## config.mk

```make
export PLATFORM = sky130hd
export DESIGN_NAME = dshot_frame_duty_encoder
export DESIGN_NICKNAME = d
export VERILOG_FILES = /design/src/hw/rtl/dfde_pkg.sv /design/src/hw/rtl/dfde_lane.sv /design/src/hw/rtl/dfde_merge.sv /design/src/hw/rtl/dshot_frame_duty_encoder.sv
export SDC_FILE = /design/constraint.sdc
export NUM_CORES = 1
export LEC_CHECK = 0
export ABC_CLOCK_PERIOD_IN_PS = 5100
export BUFFER_PORTS_ARGS = -buffer_cell sky130_fd_sc_hd__buf_2
export CORE_MARGIN = 4
export CORE_UTILIZATION = 35
export DETAILED_ROUTE_END_ITERATION = 10
export GPL_TIMING_DRIVEN = 0
export RECOVER_POWER = 50
export SYNTH_ARGS = -nofsm -noshare
export SYNTH_HDL_FRONTEND = slang
export SYNTH_HIERARCHICAL = 1
export SYNTH_SLANG_ARGS = --single-unit
```

## constraint.sdc

```tcl
create_clock -name clk -period 5.1 [get_ports clk]
set_clock_uncertainty 0.2 [all_clocks]
set_input_delay 0.765 -clock clk [delete_from_list [all_inputs] [get_ports clk]]
set_output_delay 0.765 -clock clk [all_outputs]
set_load 0.005 [all_outputs]
```

## src/hw/rtl/dfde_pkg.sv

```systemverilog
package dfde_pkg;

  localparam int CHANNELS   = 4;
  localparam int THR_W      = 16;
  localparam int DUTY_W     = 16;
  localparam int SLOT_W     = 5;
  localparam int FRAME_BITS = 16;
  localparam int BIT_IDX_W  = 4;
  localparam int SAT_W      = 11;
  localparam int CFG_IDX_W  = 2;

  typedef logic [THR_W-1:0]      thr_t;
  typedef logic [DUTY_W-1:0]     duty_t;
  typedef logic [SLOT_W-1:0]     slot_t;
  typedef logic [FRAME_BITS-1:0] frame_t;
  typedef logic [CFG_IDX_W-1:0]  cfg_idx_t;

  localparam logic [SAT_W-1:0] THROTTLE_MAX = 11'd2047;
  localparam duty_t ONE_DUTY_RST  = 16'd344;
  localparam duty_t ZERO_DUTY_RST = 16'd172;

  localparam cfg_idx_t REG_ONE_DUTY  = 2'd0;
  localparam cfg_idx_t REG_ZERO_DUTY = 2'd1;

  // slot handed from the sequencer to the merge/output stage
  typedef struct packed {
    logic  valid;
    slot_t slot;
    logic  last;
  } issue_t;

endpackage

```

## src/hw/rtl/dfde_lane.sv

```systemverilog
module dfde_lane (
  input  logic           clk,
  input  logic           load,
  input  dfde_pkg::thr_t  throttle,
  input  dfde_pkg::slot_t slot,
  input  dfde_pkg::duty_t one_duty,
  input  dfde_pkg::duty_t zero_duty,
  output dfde_pkg::duty_t duty
);
  import dfde_pkg::*;

  frame_t             frame_r;
  frame_t             frame_nxt;
  logic [SAT_W-1:0]   sat;
  logic [SAT_W:0]     word;
  logic [3:0]         csum;
  logic [BIT_IDX_W-1:0] bit_idx;

  always_comb begin
    if (|throttle[THR_W-1:SAT_W]) begin
      sat = THROTTLE_MAX;
    end else begin
      sat = throttle[SAT_W-1:0];
    end
    word      = {sat, 1'b0};
    csum      = word[3:0] ^ word[7:4] ^ word[11:8];
    frame_nxt = {word, csum};
  end

  always_ff @(posedge clk) begin
    if (load) begin
      frame_r <= frame_nxt;
    end
  end

  assign bit_idx = BIT_IDX_W'(FRAME_BITS - 1) - slot[BIT_IDX_W-1:0];

  always_comb begin
    if (slot < SLOT_W'(FRAME_BITS)) begin
      duty = frame_r[bit_idx] ? one_duty : zero_duty;
    end else begin
      duty = '0;
    end
  end

endmodule

```

## src/hw/rtl/dfde_merge.sv

```systemverilog
module dfde_merge (
  input  logic                                        clk,
  input  logic                                        rst_n,
  input  dfde_pkg::issue_t                            issue,
  input  dfde_pkg::duty_t [dfde_pkg::CHANNELS-1:0]    lane_duty,
  input  logic                                        out_stall,
  output logic                                        adv,
  output logic                                        out_valid,
  output dfde_pkg::duty_t [dfde_pkg::CHANNELS-1:0]    out_duty,
  output dfde_pkg::slot_t                             out_slot,
  output logic                                        out_last
);
  import dfde_pkg::*;

  logic                      valid_r;
  duty_t [CHANNELS-1:0]      duty_r;
  slot_t                     slot_r;
  logic                      last_r;

  assign adv = !valid_r || !out_stall;

  always_ff @(posedge clk) begin
    if (!rst_n) begin
      valid_r <= 1'b0;
    end else if (adv) begin
      valid_r <= issue.valid;
    end
  end

  always_ff @(posedge clk) begin
    if (adv && issue.valid) begin
      duty_r <= lane_duty;
      slot_r <= issue.slot;
      last_r <= issue.last;
    end
  end

  assign out_valid = valid_r;
  assign out_duty  = duty_r;
  assign out_slot  = slot_r;
  assign out_last  = last_r;

endmodule

```

## src/hw/rtl/dshot_frame_duty_encoder.sv

```systemverilog
// channel | dir | handshake            | beat
// in      | in  | in_valid / in_stall   | four throttles
// out     | out | out_valid / out_stall | four duties, slot index, last flag
// cfg     | in  | cfg_valid / cfg_ready | register index, data (ready always high)
//
// One input beat gives SLOTS_PER_FRAME output beats, one per cycle when out is
// not stalled. The next throttle set is taken on the cycle the last slot is
// issued. An input beat is registered in the lane frame registers and the
// sequencer; its first slot then passes through the merge output register.
// Synchronous reset clears the sequencer and output valid; duties reset to
// 344 / 172. Stalls on out hold the output register and back-pressure in.
module dshot_frame_duty_encoder #(
  parameter int SLOTS_PER_FRAME = 18
) (
  input  logic                clk,
  input  logic                rst_n,
  input  logic                in_valid,
  output logic                in_stall,
  input  dfde_pkg::thr_t      in_throttle_a,
  input  dfde_pkg::thr_t      in_throttle_b,
  input  dfde_pkg::thr_t      in_throttle_c,
  input  dfde_pkg::thr_t      in_throttle_d,
  output logic                out_valid,
  input  logic                out_stall,
  output dfde_pkg::duty_t     out_duty_a,
  output dfde_pkg::duty_t     out_duty_b,
  output dfde_pkg::duty_t     out_duty_c,
  output dfde_pkg::duty_t     out_duty_d,
  output dfde_pkg::slot_t     out_slot_index,
  output logic                out_last_slot,
  input  logic                cfg_valid,
  output logic                cfg_ready,
  input  dfde_pkg::cfg_idx_t  cfg_index,
  input  dfde_pkg::duty_t     cfg_data
);
  import dfde_pkg::*;

  localparam slot_t LAST_SLOT = SLOT_W'(SLOTS_PER_FRAME - 1);

  duty_t                one_duty_r;
  duty_t                zero_duty_r;
  logic                 busy_r;
  logic                 busy_nxt;
  slot_t                slot_r;
  slot_t                slot_nxt;
  logic                 in_fire;
  logic                 adv;
  logic                 take;
  logic                 at_last;
  issue_t               issue;
  thr_t  [CHANNELS-1:0] thr;
  duty_t [CHANNELS-1:0] lane_duty;
  duty_t [CHANNELS-1:0] out_duty;

  assign cfg_ready = 1'b1;

  always_ff @(posedge clk) begin
    if (!rst_n) begin
      one_duty_r  <= ONE_DUTY_RST;
      zero_duty_r <= ZERO_DUTY_RST;
    end else if (cfg_valid && cfg_ready) begin
      case (cfg_index)
        REG_ONE_DUTY:  one_duty_r  <= cfg_data;
        REG_ZERO_DUTY: zero_duty_r <= cfg_data;
        default: ;
      endcase
    end
  end

  assign at_last  = (slot_r == LAST_SLOT);
  assign take     = busy_r && adv;
  assign in_stall = busy_r && !(adv && at_last);
  assign in_fire  = in_valid && !in_stall;

  always_comb begin
    busy_nxt = busy_r;
    slot_nxt = slot_r;
    if (take) begin
      if (at_last) begin
        busy_nxt = in_fire;
        slot_nxt = '0;
      end else begin
        slot_nxt = slot_r + SLOT_W'(1);
      end
    end else if (in_fire) begin
      busy_nxt = 1'b1;
      slot_nxt = '0;
    end
  end

  always_ff @(posedge clk) begin
    if (!rst_n) begin
      busy_r <= 1'b0;
      slot_r <= '0;
    end else begin
      busy_r <= busy_nxt;
      slot_r <= slot_nxt;
    end
  end

  assign thr[0] = in_throttle_a;
  assign thr[1] = in_throttle_b;
  assign thr[2] = in_throttle_c;
  assign thr[3] = in_throttle_d;

  for (genvar g = 0; g < CHANNELS; g++) begin : g_lane
    dfde_lane u_lane (
      .clk       (clk),
      .load      (in_fire),
      .throttle  (thr[g]),
      .slot      (slot_r),
      .one_duty  (one_duty_r),
      .zero_duty (zero_duty_r),
      .duty      (lane_duty[g])
    );
  end

  assign issue.valid = busy_r;
  assign issue.slot  = slot_r;
  assign issue.last  = at_last;

  dfde_merge u_merge (
    .clk       (clk),
    .rst_n     (rst_n),
    .issue     (issue),
    .lane_duty (lane_duty),
    .out_stall (out_stall),
    .adv       (adv),
    .out_valid (out_valid),
    .out_duty  (out_duty),
    .out_slot  (out_slot_index),
    .out_last  (out_last_slot)
  );

  assign out_duty_a = out_duty[0];
  assign out_duty_b = out_duty[1];
  assign out_duty_c = out_duty[2];
  assign out_duty_d = out_duty[3];

endmodule

```

==> run metrics, run 1 <==
worst hold stages 2; Setup Crit Path Kind input pin to flop; Max Fclk roughly 280 MHz; largest net degree at the start of global routing approximately 70; Die Y about 160 um; final hold viol count 0; gr usage total 14.8%; Tmin final approximately 3.6 ns; CP max FO 70; initial cell density of the core around 36%; Worst EP required between 4 and 5 ns; Yosys reg bits approximately 170; H-tree depth 4; CTS max path bufs 2; Reg-to-Reg Start u_merge/out_valid$_SDFFE_PN0P_; clock sinks ~170; Via Count between 5,000 and 6,000; synthesized instance count around 680; hpwl dp between 10 and 15 mm; final setup vio count 0; Post-Synth Simple-Gate Area roughly 20%; share of layout cells above drive strength 1 between 20% and 30%; largest family of logic cells by synthesized area simple AND/OR/NAND/NOR gates; vias per cell 4.62; antenna viol nets, final 0; buffers added on ports about 160; met1 Track Usage GR between 10% and 20%; final hold slack roughly 0.32 ns; pwr dens 319 mW/mm^2; sequential area share after synthesis a little under three fifths; mux contribution to synthesized area 11.9%; final wirelength around 19 mm; gpl congestion roughly 0.8; Resized cells post-CTS 0; xor and xnor area share after synthesis slightly below 3%; first-pass GRT wire length about 30 mm; Syn Nets approximately 770; grt met2 use about a quarter; Inst Count DP about 1,100; I/O pin count 160; nets about 940; yosys warns 6; Die W 162 um; Hold EP zero_duty_r[14]$_SDFFE_PN0P_; flop-to-flop setup slack ~1.6 ns; compound-gate portion of the synthesized area roughly 4.8%; Final Max Slew Viols 71; number of synthesized flops with an enable pin 130; Max rail drop VDD approximately 0.17 mV; TritonCTS Buffers 17; drt drc 0; Reg clk slew, reported paths around 0.060 ns; synthesized cell area ~0.0083 sq mm; Crit. End Element flop; postcts setup bufs 0; filler instances ~2,200; worst skew pair latency 0.43 ns; initial drt markers about 260; Worst Hold Class flop to flop; total leakage power 3.36 nW; Slew headroom -104%; core area 0.0229 sq mm; clock root cell clkbuf_16; final non-filler cell total roughly 1,200; area delta synth->final 22.0%; Post-DP Area 0.00950 sq mm; GRT overflow 0; Setup TNS 0 ns; global-route met3 utilization under 10%; grt peak-use layer met2; adder-cell area share of the yosys netlist less than 1%; FFs w/ async S/R, synth 0%; max-cap violation count 1; failing checks max-capacitance violations, max-slew violations; Design Area, Final about 0.01 sq mm; CTS Hold Bufs 0; initial antenna violation count 3; most used flip-flop cell after synthesis edfxtp_1; mean cell area of the mapped netlist between 10 and 15 sq um; vias in the first global route 5,420; HP Start zero_duty_r[14]$_SDFFE_PN0P_; Cell variety after synth 42; # rows 55; Worst Tran Pin Value about 3 ns; most common cell after layout, fill and taps aside nand2b_1; Reg-to-Reg End u_merge/out_duty[33]$_DFFE_PP_; Worst R2R Path Depth 2; WL/cell between 15 and 20 um; CTS tree built; DIE AREA roughly 0.026 sq mm; Tcrit/Tclk final approximately 70%; Data arrival, critical path 3.38 ns; startpoint types input pin; router iterations before antenna repair 5; outcome finished, violations left; Tot Pwr about 3.2 mW; RSZ-0062 raised after global routing false; most frequent cells in the layout nand2b_1, edfxtp_1, buf_2
where the power goes:
| part | switching, mW | total (mW) | internal (mW) |
|---|---|---|---|
| clock network | 0.564 | 1.37 | 0.801 |
| registers | 0.0341 | 1.58 | 1.55 |
| logic | 0.143 | 0.267 | 0.123 |
| total | 0.742 | 3.22 | 2.47 |
cell type report:
class	instances	area, sq um	share of cell area [%]
multi-input combinational	466	3360	33.3
tap	313	392	3.88
inverter	6	22.5	0.223
sequential	169	4680	46.4
antenna	1	2.50	0.0248
clock buffer	19	443	4.39
clock inverter	13	181	1.80
timing repair buffer	160	800	7.93
buffer	35	204	2.02
worst max-delay path, stage by stage:
cell,delay [ns]
clkbuf_1,0.11
nand2_1,0.19
and2_1,2.24
through the flow:
stage	setup slack, ns	utilization [%]
floorplan	0.191	-
global placement	-1.27	41.2
detailed placement	1.70	41.5
CTS	1.43	44.2
global route	1.05	44.0
finish	1.49	44.0
cells by family after synthesis:
kind of cell,count (synthesis)
other cells,1
flops,169
compound gates,51
simple gates,299
mux,85
buf+inv,41
xor+xnor,28
fa+ha+maj,2
Yosys cell counts, types with 2 or more instances:
cell type / instances / area [sq um]
edfxtp_1: 130 / 3900
nand2b_1: 132 / 826
and3b_1: 2 / 17.5
ha_1: 2 / 25.0
nand2_1: 81 / 304
buf_12: 4 / 80.1
and2b_2: 4 / 35.0
xnor2_1: 16 / 140
nor3_1: 4 / 20.0
inv_1: 6 / 22.5
a21oi_1: 29 / 145
mux4_1: 8 / 210
a2bb2oi_1: 4 / 35.0
a31oi_1: 5 / 31.3
dfxtp_1: 39 / 781
nor2_1: 4 / 15.0
nand3_1: 10 / 50.1
or4_1: 4 / 30.0
xor2_1: 12 / 105
mux2_2: 4 / 45.0
or3_1: 48 / 300
a221o_1: 4 / 40.0
buf_1: 6 / 22.5
clkbuf_1: 18 / 67.6
o21ai_0: 2 / 10.0
a32oi_4: 4 / 110
buf_2: 5 / 25.0
nor2b_1: 3 / 18.8
mux2i_1: 73 / 731
state kept, by name (all words and copies together) (netlist names):
name and flops:
busy_r 1, slot_r 5, zero_duty_r 16, one_duty_r 16, g_lane.u_lane/frame_r 60, u_merge/out_slot 5, u_merge/out_duty 64, u_merge/out_last 1
u_merge/out_valid 1
worst max-delay path by stage:
stage,startpoint,endpoint,cells after the start,slack (ns)
2_1_floorplan,slot_r[0]$_SDFFE_PN0P_,g_lane[0].u_lane/frame_r[0]$_DFFE_PP_,4,0.19
3_3_place_gp,slot_r[0]$_SDFFE_PN0P_,g_lane[3].u_lane/frame_r[11]$_DFFE_PP_,4,-1.27
3_5_place_dp,slot_r[0]$_SDFFE_PN0P_,u_merge/out_duty[61]$_DFFE_PP_,5,1.70
4_1_cts,slot_r[0]$_SDFFE_PN0P_,in_stall,4,1.43
5_1_grt,out_stall,u_merge/out_duty[33]$_DFFE_PP_,3,1.05
6_report,out_stall,u_merge/out_duty[33]$_DFFE_PP_,3,1.49
layer usage:
| layer | vias to the layer above | routed length [um] |
|---|---|---|
| met5 | - | 21 |
| met4 | 4 | 129 |
| met3 | 14 | 1130 |
| met2 | 133 | 9220 |
| met1 | 2531 | 8530 |
| li1 | 2775 | - |
No activity file was read; power rests on OpenSTA's default activity.
==> inputs of run 2 (changes only) <==
--- a/config.mk
+++ b/config.mk
@@ -5,7 +5,7 @@
 export SDC_FILE = /design/constraint.sdc
 export NUM_CORES = 1
 export LEC_CHECK = 0
-export ABC_CLOCK_PERIOD_IN_PS = 5100
+export ABC_CLOCK_PERIOD_IN_PS = 3400
 export BUFFER_PORTS_ARGS = -buffer_cell sky130_fd_sc_hd__buf_2
 export CORE_MARGIN = 4
 export CORE_UTILIZATION = 35
==> constraint.sdc (replaced) <==
create_clock -name clk -period 3.4 [get_ports clk]
set_clock_uncertainty 0.2 [all_clocks]
set_input_delay 0.51 -clock clk [delete_from_list [all_inputs] [get_ports clk]]
set_output_delay 0.51 -clock clk [all_outputs]
set_load 0.005 [all_outputs]
==> run metrics, run 2 (synthesis results as in run 1) <==
Final Max Slew Viols between 70 and 80; initial antenna violation count 4; final hold viol count 0; vias per cell ~4.7; first-pass GRT wire length 29.7 mm; hpwl dp approximately 14 mm; H-tree depth 4; Max Fclk 318 MHz; postcts setup bufs 0; CTS max path bufs 2; router iterations before antenna repair 5; final wirelength just under 20 mm; buffers added on ports between 150 and 200; startpoint types flop; # rows 55; Worst Hold Class input pin to flop; outcome finished, violations left; max-cap violation count 1; flop-to-flop setup slack between 0.2 and 0.3 ns; final non-filler cell total roughly 1,200; antenna viol nets, final 0; initial cell density of the core approximately 36%; worst path buffer plus inverter count 1; total leakage power 3.33 nW; failing checks max-capacitance violations, max-slew violations; DIE AREA 0.0261 sq mm; most frequent cells in the layout nand2b_1, edfxtp_1, buf_2; Slowest-stage cell, CP dfxtp_1; Inst Count DP between 1,000 and 1,500; most common cell after layout, fill and taps aside nand2b_1; clock sinks 169; Reg-to-Reg Start slot_r[2]$_SDFFE_PN0P_; Reg clk slew, reported paths approximately 0.070 ns; Crit. End Element flop; global-route met3 utilization 4.34%; RSZ-0062 raised after global routing false; Worst R2R Path Depth 5; CP max FO 26; Die Y 162 um; core area 0.0229 sq mm; I/O pin count 160; Tmin final 3.15 ns; filler instances about 2,200; nets 943; worst hold stages 3; final setup vio count 0; Multi-input gate area approximately 0.0034 sq mm; Data arrival, critical path between 3 and 4 ns; Worst EP required between 3 and 4 ns; pwr dens about 470 mW/mm^2; grt peak-use layer met2; Largest register FFs 64; Die W 162 um; TritonCTS Buffers 17; WL/cell approximately 16 um; Design Area, Final about 0.01 sq mm; Worst Tran Pin Value roughly 1.7 ns; Tcrit/Tclk final between 90 and 100%; gpl congestion roughly 0.78; met1 Track Usage GR 18.5%; Reg-to-Reg End u_merge/out_duty[53]$_DFFE_PP_; FF/Latch Area ~0.0047 sq mm; Setup Crit Path Kind flop to flop; worst skew pair latency approximately 0.43 ns; GRT overflow 0; grt met2 use around a quarter; area delta synth->final 21.2%; clock root cell clkbuf_16; CTS tree built; Post-DP Area around 0.0095 sq mm; final hold slack between 0.1 and 0.15 ns; Max rail drop VDD about 0.24 mV; critical-path cell list mux4_1 > a2bb2oi_1 > a32oi_4 > buf_12 > mux2i_1; initial drt markers 238; HP Start cfg_data[4]; share of layout cells above drive strength 1 between 20% and 30%; gr usage total about 15%; Via Count roughly 5,600; largest net degree at the start of global routing approximately 70; CP delay by family, top flip-flops; drt drc 0; critical path's largest stage delay 1.18 ns; Hold EP one_duty_r[4]$_SDFFE_PN1P_; Slew headroom -10.5%; vias in the first global route 5,403
## run 2: worst register-to-register path, cell delays in order, from the launching register on
cell	delay, ns
dfxtp_1	1.18
mux4_1	0.47
a2bb2oi_1	0.17
a32oi_4	0.48
buf_12	0.23
mux2i_1	0.24
## run 2: stage by stage
stage	util, %	power [mW]	setup TNS (ns)	worst slack (ns)
2_1_floorplan	-	2.63	0	0.276
3_5_place_dp	41.4	2.83	-5.17	-0.136
6_report	43.7	4.69	0	0.254
3_3_place_gp	41.3	2.82	-65.02	-0.534
4_1_cts	43.9	4.75	0	0.200
5_1_grt	43.7	4.88	0	0.0758
## run 2: routing by layer
layer	up-vias	wire [um]
met2	172	9180
li1	2794	-
met3	26	1320
met4	4	316
met5	-	20
met1	2557	8470
## run 2: timing repair
action                     CTS  global route
gates resized for setup      1             1
hold buffers                 0             0
setup endpoints to repair   58             1
## run 2: report_power, final
| part | total (mW) | switching [mW] | internal [mW] |
|---|---|---|---|
| clock network | 1.93 | 0.884 | 1.04 |
| registers | 2.37 | 0.0511 | 2.32 |
| logic | 0.396 | 0.216 | 0.181 |
| total | 4.69 | 1.15 | 3.54 |
## run 2: final cells by class
cell class | count | area share [%]
Tap cell | 313 | 3.91
Sequential cell | 169 | 46.8
Clock inverter | 15 | 1.57
Buffer | 35 | 2.04
Multi-Input combinational cell | 466 | 33.5
Timing Repair Buffer | 159 | 7.67
Antenna cell | 2 | 0.0500
Clock buffer | 17 | 4.25
Inverter | 6 | 0.225
## run 2: worst max-delay path by stage
stage | from | end | slack, ns | cells past startpoint
final | slot_r[2]$_SDFFE_PN0P_ | u_merge/out_duty[53]$_DFFE_PP_ | 0.25 | 5
after global routing | slot_r[0]$_SDFFE_PN0P_ | g_lane[3].u_lane/frame_r[8]$_DFFE_PP_ | 0.08 | 5
after CTS | slot_r[1]$_SDFFE_PN0P_ | in_stall | 0.20 | 5
after detailed placement | slot_r[0]$_SDFFE_PN0P_ | g_lane[2].u_lane/frame_r[12]$_DFFE_PP_ | -0.14 | 5
after global placement | slot_r[0]$_SDFFE_PN0P_ | g_lane[3].u_lane/frame_r[7]$_DFFE_PP_ | -0.53 | 4
after floorplan | slot_r[0]$_SDFFE_PN0P_ | g_lane[0].u_lane/frame_r[0]$_DFFE_PP_ | 0.28 | 4
==> inputs of run 3 (changes only) <==
--- a/config.mk
+++ b/config.mk
@@ -12,6 +12,8 @@
 export DETAILED_ROUTE_END_ITERATION = 10
 export GPL_TIMING_DRIVEN = 0
 export RECOVER_POWER = 50
+export REMOVE_ABC_BUFFERS = 1
+export SKIP_CTS_REPAIR_TIMING = 1
 export SYNTH_ARGS = -nofsm -noshare
 export SYNTH_HDL_FRONTEND = slang
 export SYNTH_HIERARCHICAL = 1
==> constraint.sdc (replaced) <==
create_clock -name clk -period 3.4 [get_ports clk]
set_clock_uncertainty 0.2 [all_clocks]
set_input_delay 0.17 -clock clk [delete_from_list [all_inputs] [get_ports clk]]
set_output_delay 0.17 -clock clk [all_outputs]
set_load 0.005 [all_outputs]
==> run metrics, run 3 (synthesis results as in run 1) <==
setup ws final around 0.16 ns; Tcrit/Tclk final approximately 95%; Crit. End Element flop; worst slack, placed -0.314 ns; Flop pwr share roughly 50%; Reg-to-Reg Start slot_r[0]$_SDFFE_PN0P_; outcome finished, violations left; Design Area, Final 0.0107 sq mm; Net Sw Frac 24.1%; Psw approximately 1.1 mW; final hold viol count 18; Setup Crit Path Kind flop to flop; Largest register FFs 64; most common cell after layout, fill and taps aside nand2b_1; Final Max Slew Viols 17; RSZ-0062 raised after global routing false; Max Fclk 309 MHz; Worst R2R Path Depth 4; WL/cell roughly 15 um; CTS max path bufs 2; pwr dens 441 mW/mm^2; Worst Tran Pin Value about 2.4 ns; drt drc 0; failing checks negative hold slack, max-capacitance violations, max-slew violations; clock sinks about 170; largest net degree at the start of global routing between 80 and 90; Die Y 162 um; Clock power frac 40.4%; CTS tree built; initial cell density of the core between 30 and 40%; Reg-to-Reg End u_merge/out_duty[51]$_DFFE_PP_; hpwl dp 11.7 mm; Tmin final 3.24 ns; Multi-input gate area approximately 0.0034 sq mm; first-pass GRT wire length 27.2 mm; Worst Hold Class input pin to flop; GRT overflow 0; clock root cell clkbuf_16; buffers added on ports 158; vias per cell ~4.6; Die W 162 um; initial drt markers about 220; router iterations before antenna repair 4; antenna viol nets, final 0; FF/Latch Area roughly 0.0047 sq mm; Max rail drop VDD roughly 0.24 mV; share of layout cells above drive strength 1 between 10% and 20%; H-tree depth 4; Worst EP required ~3.3 ns; final setup vio count 0; Via Count ~5,700; max-cap violation count 1; startpoint types flop; I/O pin count 160; DIE AREA 0.0261 sq mm; final hold slack -0.0164 ns; gpl congestion approximately 0.7; worst skew pair latency between 0.4 and 0.5 ns; Comb pwr share 9.5%; Reg clk slew, reported paths around 0.070 ns; diode count 0; # rows 55; total leakage power between 3 and 4 nW; filler instances around 2,100; Post-DP Area 0.00933 sq mm; Slew headroom -62.2%; Hold EP g_lane[1].u_lane/frame_r[14]$_DFFE_PP_; Data arrival, critical path 3.16 ns; initial antenna violation count 0; HP Start in_throttle_b[12]; TritonCTS Buffers 17; most frequent cells in the layout nand2b_1, edfxtp_1, buf_2; area delta synth->final 29.5%; CP max FO 26; final wirelength roughly 18 mm; Int Pwr ~3.6 mW; worst hold stages 2; core area between 0.02 and 0.025 sq mm; flop-to-flop setup slack approximately 0.16 ns; nets around 1,000; vias in the first global route around 5,000; gr usage total between 10% and 20%
[run 3: cell count changes in the layout (fill, tap and decap cells not counted), moves of 2 or more]
cell,before,now
clkinv_4,0,2
clkbuf_1,56,45
buf_12,5,1
clkinv_2,3,1
buf_1,5,0
buf_2,126,113
diode_2,2,0
dlygate4sd3_1,0,87
[run 3: metrics by stage]
stage,util (%),std cells,setup TNS (ns),power [mW]
6_report,46.7,1235,0,4.72
5_1_grt,46.7,1235,0,4.92
4_1_cts,43.2,1147,-21.54,4.73
3_5_place_dp,40.7,1115,-21.05,2.82
3_3_place_gp,40.3,1112,-264.08,2.81
2_1_floorplan,-,641,-126.62,2.62
[run 3: cell type report]
type                    instances  area share (%)
multi-input cells             467            31.4
clock inverters                15            1.46
inverters                       6           0.210
clock buffers                  17            3.97
flip-flops and latches        169            43.8
well taps                     313            3.66
repair buffers                248            15.5
[run 3: worst max-delay path by stage]
stage | from | endpoint | slack, ns | cells past startpoint
2_1_floorplan | slot_r[4]$_SDFFE_PN0P_ | g_lane[0].u_lane/frame_r[0]$_DFFE_PP_ | -2.11 | 3
3_3_place_gp | slot_r[4]$_SDFFE_PN0P_ | g_lane[1].u_lane/frame_r[1]$_DFFE_PP_ | -3.95 | 3
6_report | slot_r[0]$_SDFFE_PN0P_ | u_merge/out_duty[51]$_DFFE_PP_ | 0.16 | 4
4_1_cts | slot_r[0]$_SDFFE_PN0P_ | u_merge/out_duty[51]$_DFFE_PP_ | -0.31 | 4
3_5_place_dp | slot_r[0]$_SDFFE_PN0P_ | u_merge/out_duty[51]$_DFFE_PP_ | -0.31 | 4
5_1_grt | slot_r[0]$_SDFFE_PN0P_ | u_merge/out_duty[60]$_DFFE_PP_ | 0.03 | 4
[run 3: worst max-delay path, stage by stage (launching register included)]
cell      delay [ns]
dfxtp_2         0.72
mux4_1          0.62
nand2b_1        0.19
a32oi_4         0.97
mux2i_1         0.21
[run 3: power groups by stage]
| stage | clock network, mW | registers, mW | logic [mW] |
|---|---|---|---|
| after CTS | 1.96 | 2.37 | 0.407 |
| after global placement | 0 | 2.42 | 0.388 |
| after detailed placement | 0 | 2.41 | 0.406 |
| after global routing | 2.04 | 2.38 | 0.501 |
| final | 1.91 | 2.37 | 0.450 |
| after floorplan | 0 | 2.41 | 0.203 |
[run 3: metal layers]
| layer | vias up | part of all wire (%) | global-route usage (%) |
|---|---|---|---|
| met2 | 175 | 46 | 21.5 |
| met5 | - | 0 | 0 |
| met1 | 2628 | 46 | 17.8 |
| met4 | 0 | 0.96 | 3.42 |
| li1 | 2884 | - | - |
| met3 | 13 | 6.8 | 3.40 |
